`src/rtl/aprt_pkg.sv`:
```
`timescale 1ns / 1ps
// Shared types, field widths and codes of the access policy rule table.
// No dependencies; aprt_if, aprt_rule_check and the top level import this package.
package aprt_pkg;

   localparam int MAX_RULES_DEF = 16;

   localparam int OPERATION_W    = 3;
   localparam int ID_W           = 32;
   localparam int OP_MASK_W      = 16;
   localparam int SIZE_W         = 32;
   localparam int MODE_W         = 2;
   localparam int LIMIT_SLOT_W   = 4;
   localparam int DECISION_W     = 2;
   localparam int RULE_INDEX_W   = 8;
   localparam int RULE_TOTAL_W   = 9;
   localparam int COUNTER_W      = 32;

   localparam logic [OPERATION_W-1:0] OP_EVALUATE  = 3'd0;
   localparam logic [OPERATION_W-1:0] OP_ADD_RULE  = 3'd1;
   localparam logic [OPERATION_W-1:0] OP_SET_MODE  = 3'd2;
   localparam logic [OPERATION_W-1:0] OP_SET_LIMIT = 3'd3;
   localparam logic [OPERATION_W-1:0] OP_ENABLE    = 3'd4;
   localparam logic [OPERATION_W-1:0] OP_DISABLE   = 3'd5;

   localparam logic [MODE_W-1:0] MODE_WARN  = 2'd1;
   localparam logic [MODE_W-1:0] MODE_BLOCK = 2'd2;

   localparam logic [DECISION_W-1:0] VERDICT_ALLOW = 2'd0;
   localparam logic [DECISION_W-1:0] VERDICT_WARN  = 2'd1;
   localparam logic [DECISION_W-1:0] VERDICT_DENY  = 2'd2;

   localparam logic [LIMIT_SLOT_W-1:0] SLOT_COUNT = 4'd8;
   localparam logic [LIMIT_SLOT_W-1:0] SLOT_STORED = 4'd0;

   typedef struct packed {
      logic [OPERATION_W-1:0]  operation;
      logic [ID_W-1:0]         requester_id;
      logic [OP_MASK_W-1:0]    op_mask;
      logic [SIZE_W-1:0]       request_size;
      logic [SIZE_W-1:0]       limit_value;
      logic [MODE_W-1:0]       mode_value;
      logic [LIMIT_SLOT_W-1:0] limit_slot;
   } req_type;

   typedef struct packed {
      logic                    ok;
      logic [DECISION_W-1:0]   decision;
      logic [RULE_INDEX_W-1:0] rule_index;
      logic [RULE_TOTAL_W-1:0] rule_total;
      logic [COUNTER_W-1:0]    eval_total;
      logic [COUNTER_W-1:0]    violation_total;
      logic [COUNTER_W-1:0]    warning_total;
   } rsp_type;

   typedef struct packed {
      logic [ID_W-1:0]      rule_id;
      logic [OP_MASK_W-1:0] allow_mask;
      logic [SIZE_W-1:0]    size_limit;
      logic [MODE_W-1:0]    mode;
      logic                 active;
   } rule_type;

   typedef struct packed {
      logic                  id_hit;
      logic                  decides;
      logic                  violation;
      logic                  warning;
      logic [DECISION_W-1:0] decision;
   } check_type;

endpackage

```
`src/rtl/aprt_if.sv`:
```
`timescale 1ns / 1ps
// Valid/ready channel interfaces for request and response beats.
// Depends on aprt_pkg for the payload types.
interface aprt_req_if;
   import aprt_pkg::*;
   logic    valid;
   logic    ready;
   req_type data;
   modport source (output valid, output data, input ready);
   modport sink (input valid, input data, output ready);
endinterface

interface aprt_rsp_if;
   import aprt_pkg::*;
   logic    valid;
   logic    ready;
   rsp_type data;
   modport source (output valid, output data, input ready);
   modport sink (input valid, input data, output ready);
endinterface

```
`src/rtl/aprt_ram.sv`:
```
`timescale 1ns / 1ps
// Generic single-write, single-read RAM with a registered read port.
// No dependencies.
module aprt_ram #(
   parameter int WIDTH = 8,
   parameter int DEPTH = 16
) (
   input  logic                                  clock,
   input  logic                                  wr_en,
   input  logic [(DEPTH > 1 ? $clog2(DEPTH) : 1)-1:0] wr_addr,
   input  logic [WIDTH-1:0]                      wr_data,
   input  logic [(DEPTH > 1 ? $clog2(DEPTH) : 1)-1:0] rd_addr,
   output logic [WIDTH-1:0]                      rd_data
);

   logic [WIDTH-1:0] mem_ff [DEPTH];
   logic [WIDTH-1:0] rd_data_ff;

   always_ff @(posedge clock) begin
      if (wr_en) begin
         mem_ff[wr_addr] <= wr_data;
      end
      rd_data_ff <= mem_ff[rd_addr];
   end

   assign rd_data = rd_data_ff;

endmodule

```
`src/rtl/aprt_rule_check.sv`:
```
`timescale 1ns / 1ps
// Shared compare unit: checks one stored rule against the current request.
// Depends on aprt_pkg for the rule, request and check result types.
module aprt_rule_check (
   input  aprt_pkg::rule_type  rule,
   input  aprt_pkg::req_type   req,
   output aprt_pkg::check_type check
);
   import aprt_pkg::*;

   logic                 match;
   logic                 outside;
   logic                 inside_hit;
   logic                 over_limit;

   always_comb begin
      match      = (rule.rule_id == req.requester_id) && rule.active;
      outside    = |(req.op_mask & ~rule.allow_mask);
      inside_hit = |(req.op_mask & rule.allow_mask);
      over_limit = req.request_size > rule.size_limit;

      check.id_hit    = rule.rule_id == req.requester_id;
      check.decides   = match && (outside || inside_hit);
      check.violation = outside || over_limit;
      check.warning   = outside && (rule.mode == MODE_WARN);
      check.decision  = VERDICT_ALLOW;
      if (outside) begin
         if (rule.mode == MODE_BLOCK) begin
            check.decision = VERDICT_DENY;
         end else if (rule.mode == MODE_WARN) begin
            check.decision = VERDICT_WARN;
         end
      end else if (over_limit && (rule.mode == MODE_BLOCK)) begin
         check.decision = VERDICT_DENY;
      end
   end

endmodule

```
`src/rtl/access_policy_rule_table.sv`:
```
`timescale 1ns / 1ps
// Top level of the access policy rule table: sequencer, counters and rule RAM.
// Depends on aprt_pkg, aprt_if, aprt_ram and aprt_rule_check.
//
//   Channel   Dir   Handshake     Beat carries
//   req_port  in    valid/ready   operation, id, mask, size, limit, mode, slot
//   rsp_port  out   valid/ready   ok, decision, index, rule and counter totals
//
// Add rule, unknown operations, bad slots and an empty table present the
// response in the cycle after acceptance. Evaluate and update by id scan one
// rule per cycle through the single read port of the rule RAM and stop at the
// first deciding or id-matching rule or after the last stored rule.
// The request side is ready only when no beat is in progress; a stalled
// response holds until taken. Reset clears the rule count and all counters.
module access_policy_rule_table #(
   parameter int MAX_RULES = aprt_pkg::MAX_RULES_DEF
) (
   input logic          clock,
   input logic          reset,
   aprt_req_if.sink     req_port,
   aprt_rsp_if.source   rsp_port
);
   import aprt_pkg::*;

   localparam int IDX_W  = (MAX_RULES > 1) ? $clog2(MAX_RULES) : 1;
   localparam int CNT_W  = $clog2(MAX_RULES + 1);
   localparam int RULE_W = $bits(rule_type);

   typedef enum logic [2:0] {
      ST_IDLE = 3'b001,
      ST_SCAN = 3'b010,
      ST_RESP = 3'b100
   } state_type;

   state_type               state_ff, state_in;
   req_type                 req_ff, req_in;
   logic [IDX_W-1:0]        idx_ff, idx_in;
   logic [CNT_W-1:0]        count_ff, count_in;
   logic [COUNTER_W-1:0]    eval_ff, eval_in;
   logic [COUNTER_W-1:0]    viol_ff, viol_in;
   logic [COUNTER_W-1:0]    warn_ff, warn_in;
   logic                    ok_ff, ok_in;
   logic [DECISION_W-1:0]   dec_ff, dec_in;
   logic [RULE_INDEX_W-1:0] index_ff, index_in;

   logic                    ram_we;
   logic [IDX_W-1:0]        ram_waddr;
   rule_type                ram_wdata;
   logic [IDX_W-1:0]        ram_raddr;
   logic [RULE_W-1:0]       ram_rdata;
   rule_type                entry;
   check_type               chk;
   logic                    last;

   assign entry = rule_type'(ram_rdata);

   aprt_ram #(
      .WIDTH (RULE_W),
      .DEPTH (MAX_RULES)
   ) u_rule_ram (
      .clock   (clock),
      .wr_en   (ram_we),
      .wr_addr (ram_waddr),
      .wr_data (ram_wdata),
      .rd_addr (ram_raddr),
      .rd_data (ram_rdata)
   );

   aprt_rule_check u_check (
      .rule  (entry),
      .req   (req_ff),
      .check (chk)
   );

   assign last = (CNT_W'(idx_ff) + CNT_W'(1)) == count_ff;

   always_comb begin
      state_in  = state_ff;
      req_in    = req_ff;
      idx_in    = idx_ff;
      count_in  = count_ff;
      eval_in   = eval_ff;
      viol_in   = viol_ff;
      warn_in   = warn_ff;
      ok_in     = ok_ff;
      dec_in    = dec_ff;
      index_in  = index_ff;
      ram_we    = 1'b0;
      ram_waddr = idx_ff;
      ram_wdata = entry;
      ram_raddr = '0;

      case (state_ff)
         ST_IDLE: begin
            if (req_port.valid) begin
               req_in   = req_port.data;
               idx_in   = '0;
               ok_in    = 1'b0;
               dec_in   = VERDICT_ALLOW;
               index_in = '0;
               state_in = ST_RESP;
               case (req_port.data.operation)
                  OP_EVALUATE: begin
                     eval_in = eval_ff + COUNTER_W'(1);
                     if (count_ff == '0) begin
                        ok_in   = 1'b1;
                        dec_in  = VERDICT_DENY;
                        viol_in = viol_ff + COUNTER_W'(1);
                     end else begin
                        state_in = ST_SCAN;
                     end
                  end
                  OP_ADD_RULE: begin
                     if (count_ff < CNT_W'(MAX_RULES)) begin
                        ram_we               = 1'b1;
                        ram_waddr            = count_ff[IDX_W-1:0];
                        ram_wdata.rule_id    = req_port.data.requester_id;
                        ram_wdata.allow_mask = req_port.data.op_mask;
                        ram_wdata.size_limit = req_port.data.limit_value;
                        ram_wdata.mode       = req_port.data.mode_value;
                        ram_wdata.active     = 1'b1;
                        index_in             = RULE_INDEX_W'(count_ff[IDX_W-1:0]);
                        count_in             = count_ff + CNT_W'(1);
                        ok_in                = 1'b1;
                     end
                  end
                  OP_SET_MODE, OP_ENABLE, OP_DISABLE: begin
                     if (count_ff != '0) begin
                        state_in = ST_SCAN;
                     end
                  end
                  OP_SET_LIMIT: begin
                     if ((req_port.data.limit_slot < SLOT_COUNT) && (count_ff != '0)) begin
                        state_in = ST_SCAN;
                     end
                  end
                  default: begin
                  end
               endcase
            end
         end
         ST_SCAN: begin
            ram_raddr = idx_ff + IDX_W'(1);
            if (req_ff.operation == OP_EVALUATE) begin
               if (chk.decides) begin
                  ok_in    = 1'b1;
                  dec_in   = chk.decision;
                  viol_in  = viol_ff + COUNTER_W'(chk.violation);
                  warn_in  = warn_ff + COUNTER_W'(chk.warning);
                  state_in = ST_RESP;
               end else if (last) begin
                  ok_in    = 1'b1;
                  dec_in   = VERDICT_DENY;
                  viol_in  = viol_ff + COUNTER_W'(1);
                  state_in = ST_RESP;
               end else begin
                  idx_in = idx_ff + IDX_W'(1);
               end
            end else begin
               if (chk.id_hit) begin
                  ok_in    = 1'b1;
                  ram_we   = 1'b1;
                  state_in = ST_RESP;
                  case (req_ff.operation)
                     OP_SET_MODE: ram_wdata.mode = req_ff.mode_value;
                     OP_SET_LIMIT: begin
                        if (req_ff.limit_slot == SLOT_STORED) begin
                           ram_wdata.size_limit = req_ff.limit_value;
                        end
                     end
                     OP_ENABLE: ram_wdata.active = 1'b1;
                     OP_DISABLE: ram_wdata.active = 1'b0;
                     default: begin
                     end
                  endcase
               end else if (last) begin
                  state_in = ST_RESP;
               end else begin
                  idx_in = idx_ff + IDX_W'(1);
               end
            end
         end
         ST_RESP: begin
            if (rsp_port.ready) begin
               state_in = ST_IDLE;
            end
         end
         default: begin
            state_in = ST_IDLE;
         end
      endcase
   end

   always_ff @(posedge clock) begin
      if (reset) begin
         state_ff <= ST_IDLE;
         count_ff <= '0;
         eval_ff  <= '0;
         viol_ff  <= '0;
         warn_ff  <= '0;
      end else begin
         state_ff <= state_in;
         count_ff <= count_in;
         eval_ff  <= eval_in;
         viol_ff  <= viol_in;
         warn_ff  <= warn_in;
      end
   end

   always_ff @(posedge clock) begin
      req_ff   <= req_in;
      idx_ff   <= idx_in;
      ok_ff    <= ok_in;
      dec_ff   <= dec_in;
      index_ff <= index_in;
   end

   assign req_port.ready = (state_ff == ST_IDLE);
   assign rsp_port.valid = (state_ff == ST_RESP);

   always_comb begin
      rsp_port.data.ok              = ok_ff;
      rsp_port.data.decision        = dec_ff;
      rsp_port.data.rule_index      = index_ff;
      rsp_port.data.rule_total      = RULE_TOTAL_W'(count_ff);
      rsp_port.data.eval_total      = eval_ff;
      rsp_port.data.violation_total = viol_ff;
      rsp_port.data.warning_total   = warn_ff;
   end

endmodule
```
`src/flat_wrapper.sv`:
```
// flat-port wrapper written by rule: the top's interface ports become plain ports
module access_policy_rule_table_flat import aprt_pkg::*;
#(
   parameter int MAX_RULES = aprt_pkg::MAX_RULES_DEF
)
  (clock, reset, req_port_valid, req_port_data, req_port_ready, rsp_port_valid, rsp_port_data, rsp_port_ready);
  aprt_req_if req_port_i ();
  aprt_rsp_if rsp_port_i ();
  input logic clock;
  input logic reset;
  input wire logic [$bits(req_port_i.valid)-1:0] req_port_valid;
  input wire logic [$bits(req_port_i.data)-1:0] req_port_data;
  output wire logic [$bits(req_port_i.ready)-1:0] req_port_ready;
  output wire logic [$bits(rsp_port_i.valid)-1:0] rsp_port_valid;
  output wire logic [$bits(rsp_port_i.data)-1:0] rsp_port_data;
  input wire logic [$bits(rsp_port_i.ready)-1:0] rsp_port_ready;
  assign req_port_i.valid = req_port_valid;
  assign req_port_i.data = req_port_data;
  assign req_port_ready = req_port_i.ready;
  assign rsp_port_valid = rsp_port_i.valid;
  assign rsp_port_data = rsp_port_i.data;
  assign rsp_port_i.ready = rsp_port_ready;
  access_policy_rule_table #(.MAX_RULES(MAX_RULES)) u_core (.clock(clock), .reset(reset), .req_port(req_port_i), .rsp_port(rsp_port_i));
endmodule
```
`config.mk`:
```
export PLATFORM = sky130hd
export DESIGN_NAME = access_policy_rule_table_flat
export DESIGN_NICKNAME = d
export VERILOG_FILES = /design/src/rtl/aprt_pkg.sv /design/src/rtl/aprt_if.sv /design/src/rtl/aprt_ram.sv /design/src/rtl/aprt_rule_check.sv /design/src/rtl/access_policy_rule_table.sv /design/src/flat_wrapper.sv
export SDC_FILE = /design/constraint.sdc
export NUM_CORES = 2
export LEC_CHECK = 0
export ABC_AREA = 1
export BUFFER_PORTS_ARGS = -buffer_cell sky130_fd_sc_hd__buf_2
export CAP_MARGIN = 10
export CORE_ASPECT_RATIO = 1.75
export CORE_MARGIN = 10
export CORE_UTILIZATION = 50
export CTS_CLUSTER_SIZE = 30
export DETAILED_ROUTE_END_ITERATION = 16
export GPL_ROUTABILITY_DRIVEN = 0
export PLACE_DENSITY_LB_ADDON = 0.3
export SETUP_SLACK_MARGIN = 0.1
export SYNTH_ARGS = -nofsm -noshare
export SYNTH_HDL_FRONTEND = slang
export SYNTH_SLANG_ARGS = --single-unit
```
`constraint.sdc`:
```
create_clock -name clock -period 12.35 [get_ports clock]
set_input_delay 3.0875 -clock clock [delete_from_list [all_inputs] [get_ports clock]]
set_output_delay 3.0875 -clock clock [all_outputs]
set_load 0.005 [all_outputs]
```
* After elaboration in Yosys (flattened, before gate mapping)
Memories as Yosys holds them, arrays and structs flattened. A register that Yosys moved wholly into a read port is not among the register bits.
Index checks and enable logic that the tools add are counted.
Widths: inputs -> output; s select.
** Word-level totals
- Bits in registers :: 240
- Bits in latches :: 0
- Bits in writable memories :: 1328
- Memory bits (read-only) :: 0
- Input bits :: 125
- Output and inout bits :: 118
- Logic and storage cells :: 150
- Memories kept :: 1
** Operators by class
- $add $sub $neg :: 7
- $mul :: 0
- Divide/modulo/power cells :: 0
- $lt $le $gt $ge :: 3
- Equality and inequality tests :: 26
- Shift-type cells :: 0
- Mux-type cells :: 67
- Bitwise logic cells :: 3
- Reductions and logical operators :: 26
** Memories
- u_core.u_rule_ram.mem_ff :: words 16, bits a word 83, rd ports 1, clocked after Yosys merged registers in 1, write ports 1, line aprt_ram.sv:16 : logic [WIDTH-1:0] mem_ff [DEPTH];
** Operators by type and width (count)
- $mux 32 :: 8
- $mux 83 :: 3
- $mux 35 :: 2
- $pmux 35 s2 :: 1
- $add 32x1->32 :: 2
- $add 32x1->32 const B :: 2
- $pmux 32 s2 :: 1
- $mux 48 :: 1
- $mux 4 :: 10
- $and 16x16->16 :: 2
- $eq 32x32->1 :: 1
- $gt 32x32->1 :: 1
- $reduce_or 16->1 :: 2
- $mux 3 :: 9
- $mux 2 :: 10
- $pmux 3 s3 :: 2
- $not 16->16 :: 1
- $reduce_and 4->1 :: 4
- $eq 3x2->1 const B :: 5
- $eq 3x3->1 const B :: 5
- $mux 1 :: 14
- $ne 2x1->1 const B :: 4
- $pmux 1 s2 :: 4
- $pmux 4 s2 :: 1
- other kinds (25) :: 37

* Longest topological paths before layout
- Depth after elaboration :: 8
- Depth in mapped cells :: 26
- Depth with buffers taken out :: 26

* By module
Synthesis repeated with hierarchy kept, for this count alone.
** Unflattened totals
- Cell total of the unflattened synthesis :: 7455
- Area, all modules :: 73519.3 um^2
** By module, submodules not included
- aprt_ram :: times used 1, cells each 5452, area an instance 59085.4 um^2, seq. area each 41539.8 um^2
- access_policy_rule_table :: times used 1, cells each 1739, area an instance 12889.9 um^2, seq. area each 6045.8 um^2
- aprt_rule_check :: times used 1, cells each 264, area an instance 1544.0 um^2, seq. area each 0.0 um^2

* Least setup slack after synthesis
Ideal clock, no wire load.
- Path kind :: input -> register
- From :: in req_port_valid
- To :: mem u_core.u_rule_ram.mem_ff[0][0] in the netlist's numbering (enable)
- Setup time :: 525 ps
- Arrival :: 9880 ps
- Path slack :: 1945 ps
- Stages :: 8
- Path buffers :: 0
- Path through :: inv_1 > nor2_4 > inv_1 > nor2_1 > inv_2 > a22oi_1 > nand3_1 > nor2_1
** On the way
- Cells in the longest elaborated chain, start to end :: 4
** Ends and longest elaborated chain
- from (decl) :: line flat_wrapper.sv:11 : input wire logic [$bits(req_port_i.valid)-1:0] req_port_valid;
- $mux 1 :: line access_policy_rule_table.sv:95 : if (req_port.valid) begin
- $pmux 1 s2 :: line access_policy_rule_table.sv:93 : case (state_ff)
- $mux 1 :: line aprt_ram.sv:20 : if (wr_en) begin
- $mux 1 (not written as such) :: line aprt_ram.sv:21 : mem_ff[wr_addr] <= wr_data;
- to (decl) :: line aprt_ram.sv:16
Parallel ways exist; a longest one is shown, timed or not.

* Final worst setup path
- From :: in req_port_valid
- To :: mem u_core.u_rule_ram.mem_ff[8][29] in the netlist's numbering (enable)
Same word-level chain as after synthesis.

==> results.txt <==
- The flow ran to the end, and the final reports show no timing, DRC or antenna violations.
- For this block, wires on met1 add up to 72710 um.
- Setup repair after global routing missed its margin: no
- Via count normalized by instance count: 6.169
- Portion of total power attributed to sequential cells: 54.2%
- The tool flagged a number of max-cap violations equal to 0.
* Main flop type after synthesis: sky130_fd_sc_hd__edfxtp_1
- The max-slew violation total from the final report was 0.
* Worst-path clk slew: 60 ps
- After synthesis the netlist holds a flip-flop and latch count of 1647.
- The clock reaches the later pin of the worst-skew pair after 790 ps.
* Relative contribution of the clock network to total power: 41.7%
* P per Cell Area: 149.6 nW/um^2
* Final critical-path setup slack: 4865 ps
* Leak: 0.02466 uW
- Worst-case vdd ir drop: 0.1266 mV
* First drt pass iteration count: 5
* Cell row count: 178
- Headroom to the max-slew limit came out at 20.23%.
- Post-route cell area: 76060 um^2
- The number of antenna violations at the first check in global routing is 11.
- Worst EP required: 12740 ps
- Final hold violations: 0
- 243 I/O pins were placed.
- Summed over all nets, the half-perimeter wirelength after detailed placement is 105700 um.
- Peak fanout along the critical path: 41
* Post-place instance area: 71000 um^2
- Nets@finish: 5615
* Post-detailed-route count of antenna-violating nets: 0
- From synthesis to final layout, the design area changed by 11.98%.
- Psw: 2482 uW
- TritonCTS clock tree: built
- Class of the tightest hold or removal check: flop to flop
* Fraction of power spent switching nets: 21.82%
- The H-tree was split into 4 levels.
- Combinational logic is responsible for 4.1% of the overall power.
* Start point of the critical path: req_port_valid
- Cell chosen for the clock root: sky130_fd_sc_hd__clkbuf_16
- DRC: 0
* Sequential share of the synthesized area: 70.06%
* Gate Count Post-Synth: 5299
- Die extent in x: 298.6 um
- Maximum clock frequency: 133.6 MHz
- Critical path startpoint category: input port
* Mapped Avg Cell Area: 12.82 um^2
* Internal power contribution: 8895 uW
- The initial utilization of the core area, before any placement, comes to 50.41%.
* Source of the worst hold timing path: u_core.eval_ff[31]$_SDFFE_PP0P_
* Number of synthesized flops with an enable pin: 1460
* First-pass GRT wire length: 281700 um
- The via count of the first global-routing pass came to 44966.
* Final worst path period share: 60.61%
* Number of DRC markers after the initial detailed-route iteration: 5134
- The post-route netlist has 10.99% of its cells at a drive strength greater than 1.
- Data arrives at the worst endpoint at 7870 ps.
- Detailed route wirelength on metal3: 16140 um
* Area of the die: 151600 um^2
- Total via count in the routed design: 45497
- Along the worst hold path, the cell count comes to 2.
* Number of sinks on the clock net: 1647
* Core region area: 134700 um^2
* Total clock buffers created by CTS: 147
- Maximum number of pins on one net before global-route repair: 205
- Routed length on met2: 93810 um
- Final Routed Wirelength: 191300 um
* Total power consumption of the routed design: 11380 uW
- The critical path is of the input port to flop type.
- Post-Route Skew: 37.03 ps
- Number of cells traversed by the worst register-to-register path: 11
* Grt total ovfl: 0
- Crit end category: flop
- Setup violations remaining at the end of the flow were counted as 0.
- The clock passes through at most 3 buffers.
* Launching point of the worst reg2reg path: u_core.state_ff[0]$_SDFFE_PP1P_
* Buffers added on ports: 234
- In this run, post-CTS hold repair placed 0 buffers.
- The netlist uses 43 different library cells.
- Worst setup slack before clock tree synthesis: 4150 ps
* Yosys warning total: 0
* Min Clock Period, post-route: 7485 ps
* Post_cts resized: 0
- Measured along the y axis, the die boundary spans 507.6 um.
* Avg WL per Cell: 25.94 um
- Worst Tran Pin Value: 1197 ps
- TNS Setup: 0 ps
- After clock tree synthesis, the setup repair step added 0 buffers.
- Share of flip-flops with an asynchronous set or reset: 0%
- Across every metal layer, demand over resource in global routing totals 24.41%.
- Worst hold slack: 466.7 ps
- Combined area of all synthesized cells: 67930 um^2
- Top layer used by detailed routing: met5
## cells by family after synthesis
family	count (synthesis)	synth area share (%)
compound gates	999	9.523
flops	1647	70.06
xor+xnor	84	1.083
buf+inv	603	3.474
fa+ha+maj	42	0.7736
simple gates	1591	10.19
other cells	1	0.005521
mux	332	4.892
## worst max-delay path, cell delays in order
cell,delay (ps)
sky130_fd_sc_hd__buf_2,90
sky130_fd_sc_hd__inv_1,70
sky130_fd_sc_hd__nor2_4,100
sky130_fd_sc_hd__buf_4,610
sky130_fd_sc_hd__inv_1,290
sky130_fd_sc_hd__nor2_4,140
sky130_fd_sc_hd__buf_4,490
sky130_fd_sc_hd__inv_2,370
sky130_fd_sc_hd__a22oi_1,350
sky130_fd_sc_hd__nand3_1,380
sky130_fd_sc_hd__nor2_4,1020
sky130_fd_sc_hd__buf_4,780
## sequential cells by signal (all words and copies together) (netlist names)
register and flops:
u_core.viol_ff 32, u_core.count_ff 5, u_core.index_ff 4, u_core.state_ff 3, u_core.idx_ff 4, u_core.warn_ff 32
u_core.eval_ff 32, u_core.dec_ff 2, u_core.u_rule_ram.mem_ff 1328, u_core.req_ff 121, u_core.u_rule_ram.rd_data 83, u_core.ok_ff 1
## placed cells by master, fill, tap and decap left out, types with 20 or more instances in the layout
cell                        Yosys  routed
sky130_fd_sc_hd__o211ai_1      72      72
sky130_fd_sc_hd__xor2_1        62      62
sky130_fd_sc_hd__clkbuf_1     272      26
sky130_fd_sc_hd__nand4_1       44      44
sky130_fd_sc_hd__a22oi_1       37      37
sky130_fd_sc_hd__buf_4         11      92
sky130_fd_sc_hd__mux2i_1      332     332
sky130_fd_sc_hd__nand3_1      171     171
sky130_fd_sc_hd__a21oi_1      101     101
sky130_fd_sc_hd__nor2_4         1      21
sky130_fd_sc_hd__ha_1          42      42
sky130_fd_sc_hd__clkinv_2       0      20
sky130_fd_sc_hd__buf_2         44     243
sky130_fd_sc_hd__o221ai_1     296     296
sky130_fd_sc_hd__nor3_1       402     402
sky130_fd_sc_hd__clkinv_1       2      21
sky130_fd_sc_hd__xnor2_1       22      22
sky130_fd_sc_hd__o22ai_1       38      38
sky130_fd_sc_hd__nand2_1      732     731
sky130_fd_sc_hd__o21ai_0      431     418
sky130_fd_sc_hd__edfxtp_1    1460    1460
sky130_fd_sc_hd__nor2_1       202     182
sky130_fd_sc_hd__clkbuf_16      0     151
sky130_fd_sc_hd__inv_1        243     242
sky130_fd_sc_hd__dfxtp_1      187     187
sky130_fd_sc_hd__o21ai_1       11      24
## layout make-up
type                       count  area, um^2
antenna                        6       15.01
tap                         1800        2252
multi-input combinational   3056       18160
fill                       10597       58680
clock buffer                 187        4014
inverter                     254       985.9
timing repair buffer         342        2042
clock inverter                83        1003
sequential                  1647       47590
## Yosys cell counts, types with 42 or more instances
master,n,area [um^2]
sky130_fd_sc_hd__nand4_1,44,275.3
sky130_fd_sc_hd__o211ai_1,72,540.5
sky130_fd_sc_hd__nand2_1,732,2748
sky130_fd_sc_hd__nor3_1,402,2012
sky130_fd_sc_hd__dfxtp_1,187,3744
sky130_fd_sc_hd__o221ai_1,296,2592
sky130_fd_sc_hd__a21oi_1,101,505.5
sky130_fd_sc_hd__ha_1,42,525.5
sky130_fd_sc_hd__nor2_1,202,758.2
sky130_fd_sc_hd__buf_2,44,220.2
sky130_fd_sc_hd__inv_1,243,912.1
sky130_fd_sc_hd__mux2i_1,332,3323
sky130_fd_sc_hd__nand3_1,171,855.8
sky130_fd_sc_hd__edfxtp_1,1460,43840
sky130_fd_sc_hd__clkbuf_1,272,1021
sky130_fd_sc_hd__o21ai_0,431,2157
sky130_fd_sc_hd__xor2_1,62,543.0
## per-layer routing
layer	GRT usage, %	vias to the layer above
met5	0	-
met4	11.13	2
met3	3.911	433
li1	-	20144
met2	41.72	2380
met1	30.22	22538
## per-stage QoR
step           instances  util [%]
2_1_floorplan       5306         -
3_3_place_gp        7085     52.64
3_5_place_dp        7094     52.69
4_1_cts             7364     56.42
5_1_grt             7370     56.44
6_report            7375     56.45
## power by group through the flow
stage	clock [uW]	combinational (uW)	sequential, uW
2_1_floorplan	0	261	6280
3_3_place_gp	0	448	6290
3_5_place_dp	0	457	6290
4_1_cts	4790	458	6170
5_1_grt	5010	497	6170
6_report	4740	463	6170
## path summary, 6_finish.rpt
kind / slack [ps] / to
min reg2reg: 470 / u_core.eval_ff[31]$_SDFFE_PP0P_
max: 4870 / u_core.u_rule_ram.mem_ff[8][29]$_DFFE_PP_
min: 470 / u_core.eval_ff[31]$_SDFFE_PP0P_
max reg2reg: 6730 / u_core.u_rule_ram.mem_ff[8][29]$_DFFE_PP_
(Power assumes the default switching activity.)
